--- src/hw/rtl/mhd_pkg.sv ---
`timescale 1ns / 1ps

package mhd_pkg;

  // Channel count and counter width of the filter
  localparam int NUM_CHANNELS = 8;
  localparam int COUNT_BITS   = 4;

  // Fixed port field widths
  localparam int RAW_W  = 8;
  localparam int OUT_W  = 8;
  localparam int CFG_W  = 4;
  localparam int MASK_W = 8;
  localparam int DATA_W = 8;
  localparam int IDX_W  = 2;

  // Compare width wide enough for both a counter and a threshold register
  localparam int CMP_W = (COUNT_BITS > CFG_W) ? COUNT_BITS : CFG_W;

  localparam logic [CMP_W-1:0] COUNT_MAX = CMP_W'((1 << COUNT_BITS) - 1);

  // Reset values of the register file
  localparam logic [CFG_W-1:0]  RST_COUNT_LIMIT = CFG_W'(11);
  localparam logic [CFG_W-1:0]  RST_ON_THRESH   = CFG_W'(10);
  localparam logic [CFG_W-1:0]  RST_OFF_THRESH  = CFG_W'(8);
  localparam logic [MASK_W-1:0] RST_INVERT_MASK = MASK_W'(27);

  typedef enum logic [IDX_W-1:0] {
    REG_COUNT_LIMIT = 2'd0,
    REG_ON_THRESH   = 2'd1,
    REG_OFF_THRESH  = 2'd2,
    REG_INVERT_MASK = 2'd3
  } mhd_reg_e;

  // Shared thresholds seen by every channel
  typedef struct packed {
    logic [CMP_W-1:0] ceiling;
    logic [CMP_W-1:0] on_thresh;
    logic [CMP_W-1:0] off_thresh;
  } mhd_thresh_t;

endpackage

--- src/hw/rtl/mhd_cfg_regs.sv ---
`timescale 1ns / 1ps

module mhd_cfg_regs
  import mhd_pkg::*;
(
  input  logic              clk,
  input  logic              rst,
  input  logic              wr_en,
  input  logic [IDX_W-1:0]  wr_index,
  input  logic [DATA_W-1:0] wr_data,
  output mhd_thresh_t       thresh,
  output logic [MASK_W-1:0] invert_mask
);

  logic [CFG_W-1:0] count_limit;
  logic [CFG_W-1:0] on_threshold;
  logic [CFG_W-1:0] off_threshold;
  logic [CMP_W-1:0] limit_ext;

  always_ff @(posedge clk) begin
    if (rst) begin
      count_limit   <= RST_COUNT_LIMIT;
      on_threshold  <= RST_ON_THRESH;
      off_threshold <= RST_OFF_THRESH;
      invert_mask   <= RST_INVERT_MASK;
    end else if (wr_en) begin
      unique case (mhd_reg_e'(wr_index))
        REG_COUNT_LIMIT: count_limit   <= wr_data[CFG_W-1:0];
        REG_ON_THRESH:   on_threshold  <= wr_data[CFG_W-1:0];
        REG_OFF_THRESH:  off_threshold <= wr_data[CFG_W-1:0];
        REG_INVERT_MASK: invert_mask   <= wr_data[MASK_W-1:0];
        default: ;
      endcase
    end
  end

  // Ceiling is clipped to what the counter can hold
  assign limit_ext          = CMP_W'(count_limit);
  assign thresh.ceiling     = (limit_ext < COUNT_MAX) ? limit_ext : COUNT_MAX;
  assign thresh.on_thresh   = CMP_W'(on_threshold);
  assign thresh.off_thresh  = CMP_W'(off_threshold);

endmodule

--- src/hw/rtl/mhd_channel.sv ---
`timescale 1ns / 1ps

module mhd_channel
  import mhd_pkg::*;
(
  input  logic        clk,
  input  logic        rst,
  input  logic        en,
  input  logic        sample,
  input  mhd_thresh_t thresh,
  output logic        level_next
);

  logic [COUNT_BITS-1:0] count;
  logic [COUNT_BITS-1:0] count_next;
  logic                  level;
  logic [CMP_W-1:0]      count_ext;
  logic [CMP_W-1:0]      next_ext;

  assign count_ext = CMP_W'(count);
  assign next_ext  = CMP_W'(count_next);

  always_comb begin
    count_next = count;
    level_next = level;
    if (sample) begin
      // no clamp when the ceiling was lowered under the current count
      if (count_ext < thresh.ceiling) count_next = count + COUNT_BITS'(1);
      if (next_ext >= thresh.on_thresh) level_next = 1'b1;
    end else begin
      if (count != '0) count_next = count - COUNT_BITS'(1);
      if (next_ext <= thresh.off_thresh) level_next = 1'b0;
    end
  end

  always_ff @(posedge clk) begin
    if (rst) begin
      count <= '0;
      level <= 1'b0;
    end else if (en) begin
      count <= count_next;
      level <= level_next;
    end
  end

`ifndef ASSERT_OFF
  a_low_not_up: assert property (@(posedge clk) disable iff (rst)
    en && !sample |=> count <= $past(count))
    else $error("count rose on a low sample");

  a_high_not_down: assert property (@(posedge clk) disable iff (rst)
    en && sample |=> count >= $past(count))
    else $error("count fell on a high sample");

  a_set_on_high: assert property (@(posedge clk) disable iff (rst)
    $rose(level) |-> $past(en && sample))
    else $error("level set without a high sample");
`endif

endmodule

--- src/hw/rtl/multichannel_hysteresis_debounce_unit.sv ---
`timescale 1ns / 1ps

// Multichannel integrating debounce filter with hysteresis. Each input
// transaction carries one raw sample bit per channel; every channel runs a
// saturating up/down counter (up on high, down on low, held to the range
// zero..min(count_limit, counter max), though a count above a lowered ceiling
// is not clamped) and a level that is set when a high sample leaves the
// counter at or above on_threshold and cleared when a low sample leaves it at
// or below off_threshold. Levels are XORed with invert_mask and returned as
// one output transaction per input transaction. Rate: one transaction per
// cycle sustained; the sample register feeds the result register, and the
// channel counters update as a sample moves into it. Only out_ready throttles
// the flow. Configuration writes are always taken (cfg_ready is tied high)
// and must only be issued while the filter is empty.

module multichannel_hysteresis_debounce_unit
  import mhd_pkg::*;
(
  input  logic              clk,
  input  logic              rst,
  // sample channel
  input  logic              in_valid,
  output logic              in_ready,
  input  logic [RAW_W-1:0]  raw_samples,
  // result channel
  output logic              out_valid,
  input  logic              out_ready,
  output logic [OUT_W-1:0]  filtered_levels,
  // register write channel
  input  logic              cfg_valid,
  output logic              cfg_ready,
  input  logic [IDX_W-1:0]  cfg_index,
  input  logic [DATA_W-1:0] cfg_data
);

  localparam int OUT_CH = (NUM_CHANNELS < OUT_W) ? NUM_CHANNELS : OUT_W;

  mhd_thresh_t              thresh;
  logic [MASK_W-1:0]        invert_mask;

  // sample register
  logic                     s0_valid;
  logic [RAW_W-1:0]         s0_samples;
  logic                     s0_advance;
  logic                     out_free;

  logic [NUM_CHANNELS-1:0]  ch_sample;
  logic [NUM_CHANNELS-1:0]  ch_level_next;
  logic [OUT_W-1:0]         levels_next;

  assign cfg_ready = 1'b1;

  mhd_cfg_regs u_cfg (
    .clk         (clk),
    .rst         (rst),
    .wr_en       (cfg_valid & cfg_ready),
    .wr_index    (cfg_index),
    .wr_data     (cfg_data),
    .thresh      (thresh),
    .invert_mask (invert_mask)
  );

  // Handshake: result register frees up when it's empty or being drained
  assign out_free   = !out_valid || out_ready;
  assign s0_advance = s0_valid && out_free;
  assign in_ready   = !s0_valid || out_free;

  always_ff @(posedge clk) begin
    if (rst) begin
      s0_valid <= 1'b0;
    end else if (in_ready) begin
      s0_valid <= in_valid;
    end
  end

  always_ff @(posedge clk) begin
    if (in_valid && in_ready) begin
      s0_samples <= raw_samples;
    end
  end

  // Channels past the input width always see a low sample
  genvar gi;
  generate
    for (gi = 0; gi < NUM_CHANNELS; gi++) begin : g_ch
      if (gi < RAW_W) begin : g_in
        assign ch_sample[gi] = s0_samples[gi];
      end else begin : g_pad
        assign ch_sample[gi] = 1'b0;
      end

      mhd_channel u_ch (
        .clk        (clk),
        .rst        (rst),
        .en         (s0_advance),
        .sample     (ch_sample[gi]),
        .thresh     (thresh),
        .level_next (ch_level_next[gi])
      );
    end
  endgenerate

  // Output bits: the level after this sample's update, then the invert mask.
  // Loaded into the result register on the same edge the channels update.
  always_comb begin
    levels_next = '0;
    for (int i = 0; i < OUT_CH; i++) begin
      levels_next[i] = ch_level_next[i] ^ invert_mask[i];
    end
  end

  always_ff @(posedge clk) begin
    if (rst) begin
      out_valid <= 1'b0;
    end else if (s0_advance) begin
      out_valid <= 1'b1;
    end else if (out_ready) begin
      out_valid <= 1'b0;
    end
  end

  always_ff @(posedge clk) begin
    if (s0_advance) begin
      filtered_levels <= levels_next;
    end
  end

`ifndef ASSERT_OFF
  a_adv_gives_result: assert property (@(posedge clk) disable iff (rst)
    s0_advance |=> out_valid)
    else $error("sample moved on without a result");

  a_stall_keeps_sample: assert property (@(posedge clk) disable iff (rst)
    s0_valid && !s0_advance |=> s0_valid && $stable(s0_samples))
    else $error("stalled sample lost");

  a_no_overwrite: assert property (@(posedge clk) disable iff (rst)
    out_valid && !out_ready |=> out_valid && $stable(filtered_levels))
    else $error("result register overwritten before it was taken");
`endif

endmodule

--- config.mk ---
export PLATFORM = sky130hd
export DESIGN_NAME = multichannel_hysteresis_debounce_unit
export DESIGN_NICKNAME = d
export VERILOG_FILES = /design/src/hw/rtl/mhd_pkg.sv /design/src/hw/rtl/mhd_cfg_regs.sv /design/src/hw/rtl/mhd_channel.sv /design/src/hw/rtl/multichannel_hysteresis_debounce_unit.sv
export SDC_FILE = /design/constraint.sdc
export NUM_CORES = 1
export LEC_CHECK = 0
export ABC_AREA = 1
export BUFFER_PORTS_ARGS = -buffer_cell sky130_fd_sc_hd__buf_2
export CORE_UTILIZATION = 60
export DETAILED_ROUTE_END_ITERATION = 8
export MAX_ROUTING_LAYER = met4
export PLACE_DENSITY_LB_ADDON = 0.12
export SLEW_MARGIN = 5
export SYNTH_ARGS = -nofsm -noshare
export SYNTH_HDL_FRONTEND = slang
export SYNTH_SLANG_ARGS = --single-unit
--- constraint.sdc ---
create_clock -name clk -period 3.64 [get_ports clk]
set_input_delay 0 -clock clk [delete_from_list [all_inputs] [get_ports clk]]
set_output_delay 0 -clock clk [all_outputs]
set_load 0.005 [all_outputs]
==> impl_results.rst <==
.. list-table::
   :header-rows: 1

   * - Metric
     - Value
   * - Critical path endpoint category
     - register
   * - Clock insertion delay at the later pin of the skew report
     - 0.38 ns
   * - Nets in the synthesized netlist
     - 1,099
   * - Part of the total power dissipated in the clock network
     - 27.6%
   * - Via density per instance
     - 5.59
   * - DIE WIDTH
     - 107 µm
   * - CTS tree
     - built
   * - Setup WS post-layout
     - 0.523 ns
   * - Vias in the first global route
     - 5,838
   * - Sequential share of power
     - 39.0%
   * - Number of nets in the layout
     - 1,146
   * - Sequential area share after synthesis
     - 25.9%
   * - Global routing usage summed across all routing layers
     - 31.5%
   * - Placement Rows
     - 38
   * - DRC violation total after the first TritonRoute iteration
     - 422
   * - Max Clk Rate
     - 321 MHz
   * - Detailed-router iteration count before antenna repair
     - 5
   * - Warning count from the yosys run
     - 0
   * - Setup WS pre-CTS
     - 0.618 ns
   * - Tightest Hold Check Type
     - in2reg
   * - Share of final-layout standard cells stronger than drive strength 1
     - 7.23%
   * - Static leakage
     - 3.95 nW
   * - Post-synthesis instance total
     - 972
   * - Cts bufs inserted
     - 9
   * - Max Cap Violations
     - 0
   * - Power share of the combinational group
     - 33.5%
   * - Transition at the pin with the smallest max-transition slack
     - 0.721 ns
   * - Number of nets with antenna violations after detailed routing
     - 0
   * - Post-Synthesis Mean Instance Area
     - 6.83 µm²
   * - Effective utilization at floorplan
     - 61.5%
   * - Number of design rule violations left after detail routing
     - 0
   * - Global placer's final weighted congestion
     - 0.896
   * - Maximum number of pins on one net before global-route repair
     - 42
   * - Total number of vias
     - 6,501
   * - Number of antenna violations at the first check in global routing
     - 0
   * - Clk slew on worst S/H paths
     - 0.09 ns
   * - Worst Path Required
     - 3.79 ns
   * - Number of hold violations in the final report
     - 0
   * - Top-level I/O count
     - 34
   * - Clock Path Buffers
     - 2
   * - Final setup vio count
     - 0
   * - Average wire length per cell after detail routing
     - 14.3 µm
   * - Unrepaired setup endpoints after global routing
     - false
   * - Crit path max fanout
     - 9
   * - Cell internal pwr
     - 1.66 mW
   * - Layout area overhead
     - 10.5%
   * - Number of distinct library cell variants in the gate-level netlist after synthesis
     - 31
   * - Floorplan die height
     - 107 µm
   * - Worst slew margin relative to its limit
     - 51.9%
   * - Switching power share of the total
     - 37.4%
   * - Shortest clock period the worst path allows after layout
     - 3.12 ns
   * - Global-route wire length before repair
     - 27,400 µm
   * - Area of the die
     - 11,500 µm²
   * - Status
     - completed
   * - Drt total wl
     - 16,600 µm
   * - Number of levels in the clock H-tree
     - 3
   * - Kind of start point of the critical path
     - register
   * - Critical path class
     - reg2reg
   * - Period Utilization, post-route
     - 85.6%
   * - CP Data Arrival Time
     - 3.27 ns
   * - Number of input and output port buffers inserted
     - 32
   * - Number of flip-flops and latches in the synthesized netlist
     - 78
   * - Largest vdd supply drop
     - 327 µV
   * - Clock Sink Count
     - 78
   * - Clock Root Buffer
     - clkbuf_8
   * - Power density normalized to cell area
     - 361 nW/µm²
   * - Psw
     - 990 µW
   * - Detailed Place HPWL
     - 11,200 µm
   * - Antenna diode instance count
     - 0
   * - Synthesized area
     - 6640 µm²
   * - Final-report max-slew violation count
     - 0
   * - Placeable core region
     - 10,800 µm²
   * - Total of fill cells in the finished design
     - 964
   * - Worst-case clock skew
     - 0.0111 ns
   * - Setup TNS
     - 0 ns
   * - Global-route congestion overflow total
     - 0
-- final timing paths --
| check | start | to | cells past startpoint | slack [ns] |
|---|---|---|---|---|
| min reg2reg | u_cfg.invert_mask[6]$_SDFFE_PP0P_ | u_cfg.invert_mask[6]$_SDFFE_PP0P_ | 2 | 0.48 |
| max reg2reg | u_cfg.count_limit[3]$_SDFFE_PP1P_ | filtered_levels[2]$_DFFE_PP_ | 16 | 0.52 |
| max | u_cfg.count_limit[3]$_SDFFE_PP1P_ | filtered_levels[2]$_DFFE_PP_ | 16 | 0.52 |
| min | cfg_valid | u_cfg.off_threshold[3]$_SDFFE_PP1P_ | 5 | 0.14 |
-- sequential cells by signal, summed over array words and instances (netlist names) --
signal,count
u_cfg.on_threshold,4
g_ch.u_ch.count,32
g_ch.u_ch.level,8
ch_sample,8
u_cfg.off_threshold,4
out_valid,1
s0_valid,1
u_cfg.count_limit,4
u_cfg.invert_mask,8
filtered_levels,8
-- routing by layer --
| metal | track usage (%) | vias up | routed length [µm] | part of all wire (%) |
|---|---|---|---|---|
| met4 | 12.3 | 0 | 435 | 2.6 |
| met1 | 40.4 | 2940 | 7740 | 47 |
| li1 | - | 3363 | - | - |
| met2 | 50.5 | 169 | 7590 | 46 |
| met3 | 4.07 | 29 | 865 | 5.2 |
| met5 | - | - | 0 | 0 |
-- critical path: stages, from the launching register on --
cell and delay [ns]:
dfxtp_1 0.31, inv_1 0.39, ha_1 0.35, a21oi_1 0.30
nand2_1 0.15, nand2_1 0.08, nand2_1 0.05, nand2_1 0.05
nand2_1 0.07, inv_1 0.08, ha_1 0.26, a21oi_1 0.17
nand3_1 0.08, o21ai_0 0.31, nand2_1 0.12, nand2_1 0.08
nand2_1 0.04
-- cells by family after synthesis --
| kind of cell | Yosys count | synth area share (%) |
|---|---|---|
| XOR/XNOR | 9 | 1.19 |
| adder cells (fa/ha/maj) | 104 | 19.6 |
| other | 1 | 0.0565 |
| buffers and inverters | 167 | 9.65 |
| flip-flops | 78 | 25.9 |
| AO/OA/AOI/OAI | 171 | 13.9 |
| AND/OR/NAND/NOR | 442 | 29.7 |
-- cells in the final DEF, fill, tap and decap left out, types with 3 or more instances in the layout --
master | Yosys | layout
o21bai_1 | 8 | 8
buf_2 | 5 | 32
nand2_1 | 248 | 248
o211ai_1 | 12 | 12
a21oi_1 | 88 | 88
dlygate4sd3_1 | 0 | 21
nor2_1 | 18 | 18
clkbuf_8 | 0 | 10
nand4_1 | 29 | 29
nand3_1 | 123 | 123
nand3b_1 | 5 | 5
ha_1 | 104 | 104
and2_1 | 3 | 3
a21o_1 | 4 | 4
edfxtp_1 | 16 | 16
inv_2 | 11 | 11
nand2_2 | 9 | 9
inv_1 | 137 | 137
dfxtp_1 | 62 | 62
xnor2_1 | 8 | 8
o21ai_0 | 56 | 56
-- area by class of cell --
type / count / area [µm²] / share of cell area (%)
well taps: 140 / 175 / 2.39
inverters: 148 / 556 / 7.57
clock buffers: 12 / 188 / 2.56
multi-input cells: 727 / 4280 / 58.3
flip-flops and latches: 78 / 1720 / 23.5
clock inverters: 4 / 32.5 / 0.443
repair buffers: 55 / 385 / 5.25
-- synth_stat cells --
master    instances  area, µm²
nand4_1          29        181
o31ai_1           2       15.0
nor3_1            2       10.0
buf_4             2       15.0
o21ai_0          56        280
inv_1           137        514
nand2_1         248        931
nand2_2           9       56.3
a21oi_1          88        440
xor2_1            1       8.76
edfxtp_1         16        480
ha_1            104       1300
nor2_1           18       67.6
clkbuf_1         11       41.3
nand3_1         123        616
a21o_1            4       30.0
buf_1             1       3.75
o21bai_1          8       60.1
inv_2            11       41.3
o211ai_1         12       90.1
a31oi_1           1       6.26
nor3_2            2       20.0
nand2_4           1       11.3
conb_1            1       3.75
dfxtp_1          62       1240
and2_1            3       18.8
or2_1             1       6.26
xnor2_1           8       70.1
nor3_4            1       16.3
buf_2             5       25.0
nand3b_1          5       37.5
-- through the flow --
stage / total power, mW / cell area, µm² / cells / utilization, % / hold slack [ns]
floorplan: 1.70 / 6640 / 972 / - / 0.0989
global placement: 1.88 / 6910 / 1127 / 64.0 / 0.176
detailed placement: 1.90 / 6910 / 1127 / 64.0 / 0.179
CTS: 2.65 / 7340 / 1164 / 68.0 / 0.129
global route: 2.84 / 7340 / 1164 / 68.0 / 0.202
finish: 2.65 / 7340 / 1164 / 68.0 / 0.140
-- power by group through the flow --
stage	sequential [mW]	clock, mW	combinational (mW)
finish	1.03	0.729	0.885
floorplan	1.02	0	0.675
CTS	1.03	0.741	0.880
global placement	1.05	0	0.834
detailed placement	1.05	0	0.853
global route	1.04	0.769	1.03
-- what timing repair did --
item | CTS | global route
hold buffers | 21 | 0
setup buffers | 0 | 0
endpoints found under the hold margin | 29 | 0
gates resized for setup | 0 | 0
No activity file was read; power rests on OpenSTA's default activity.
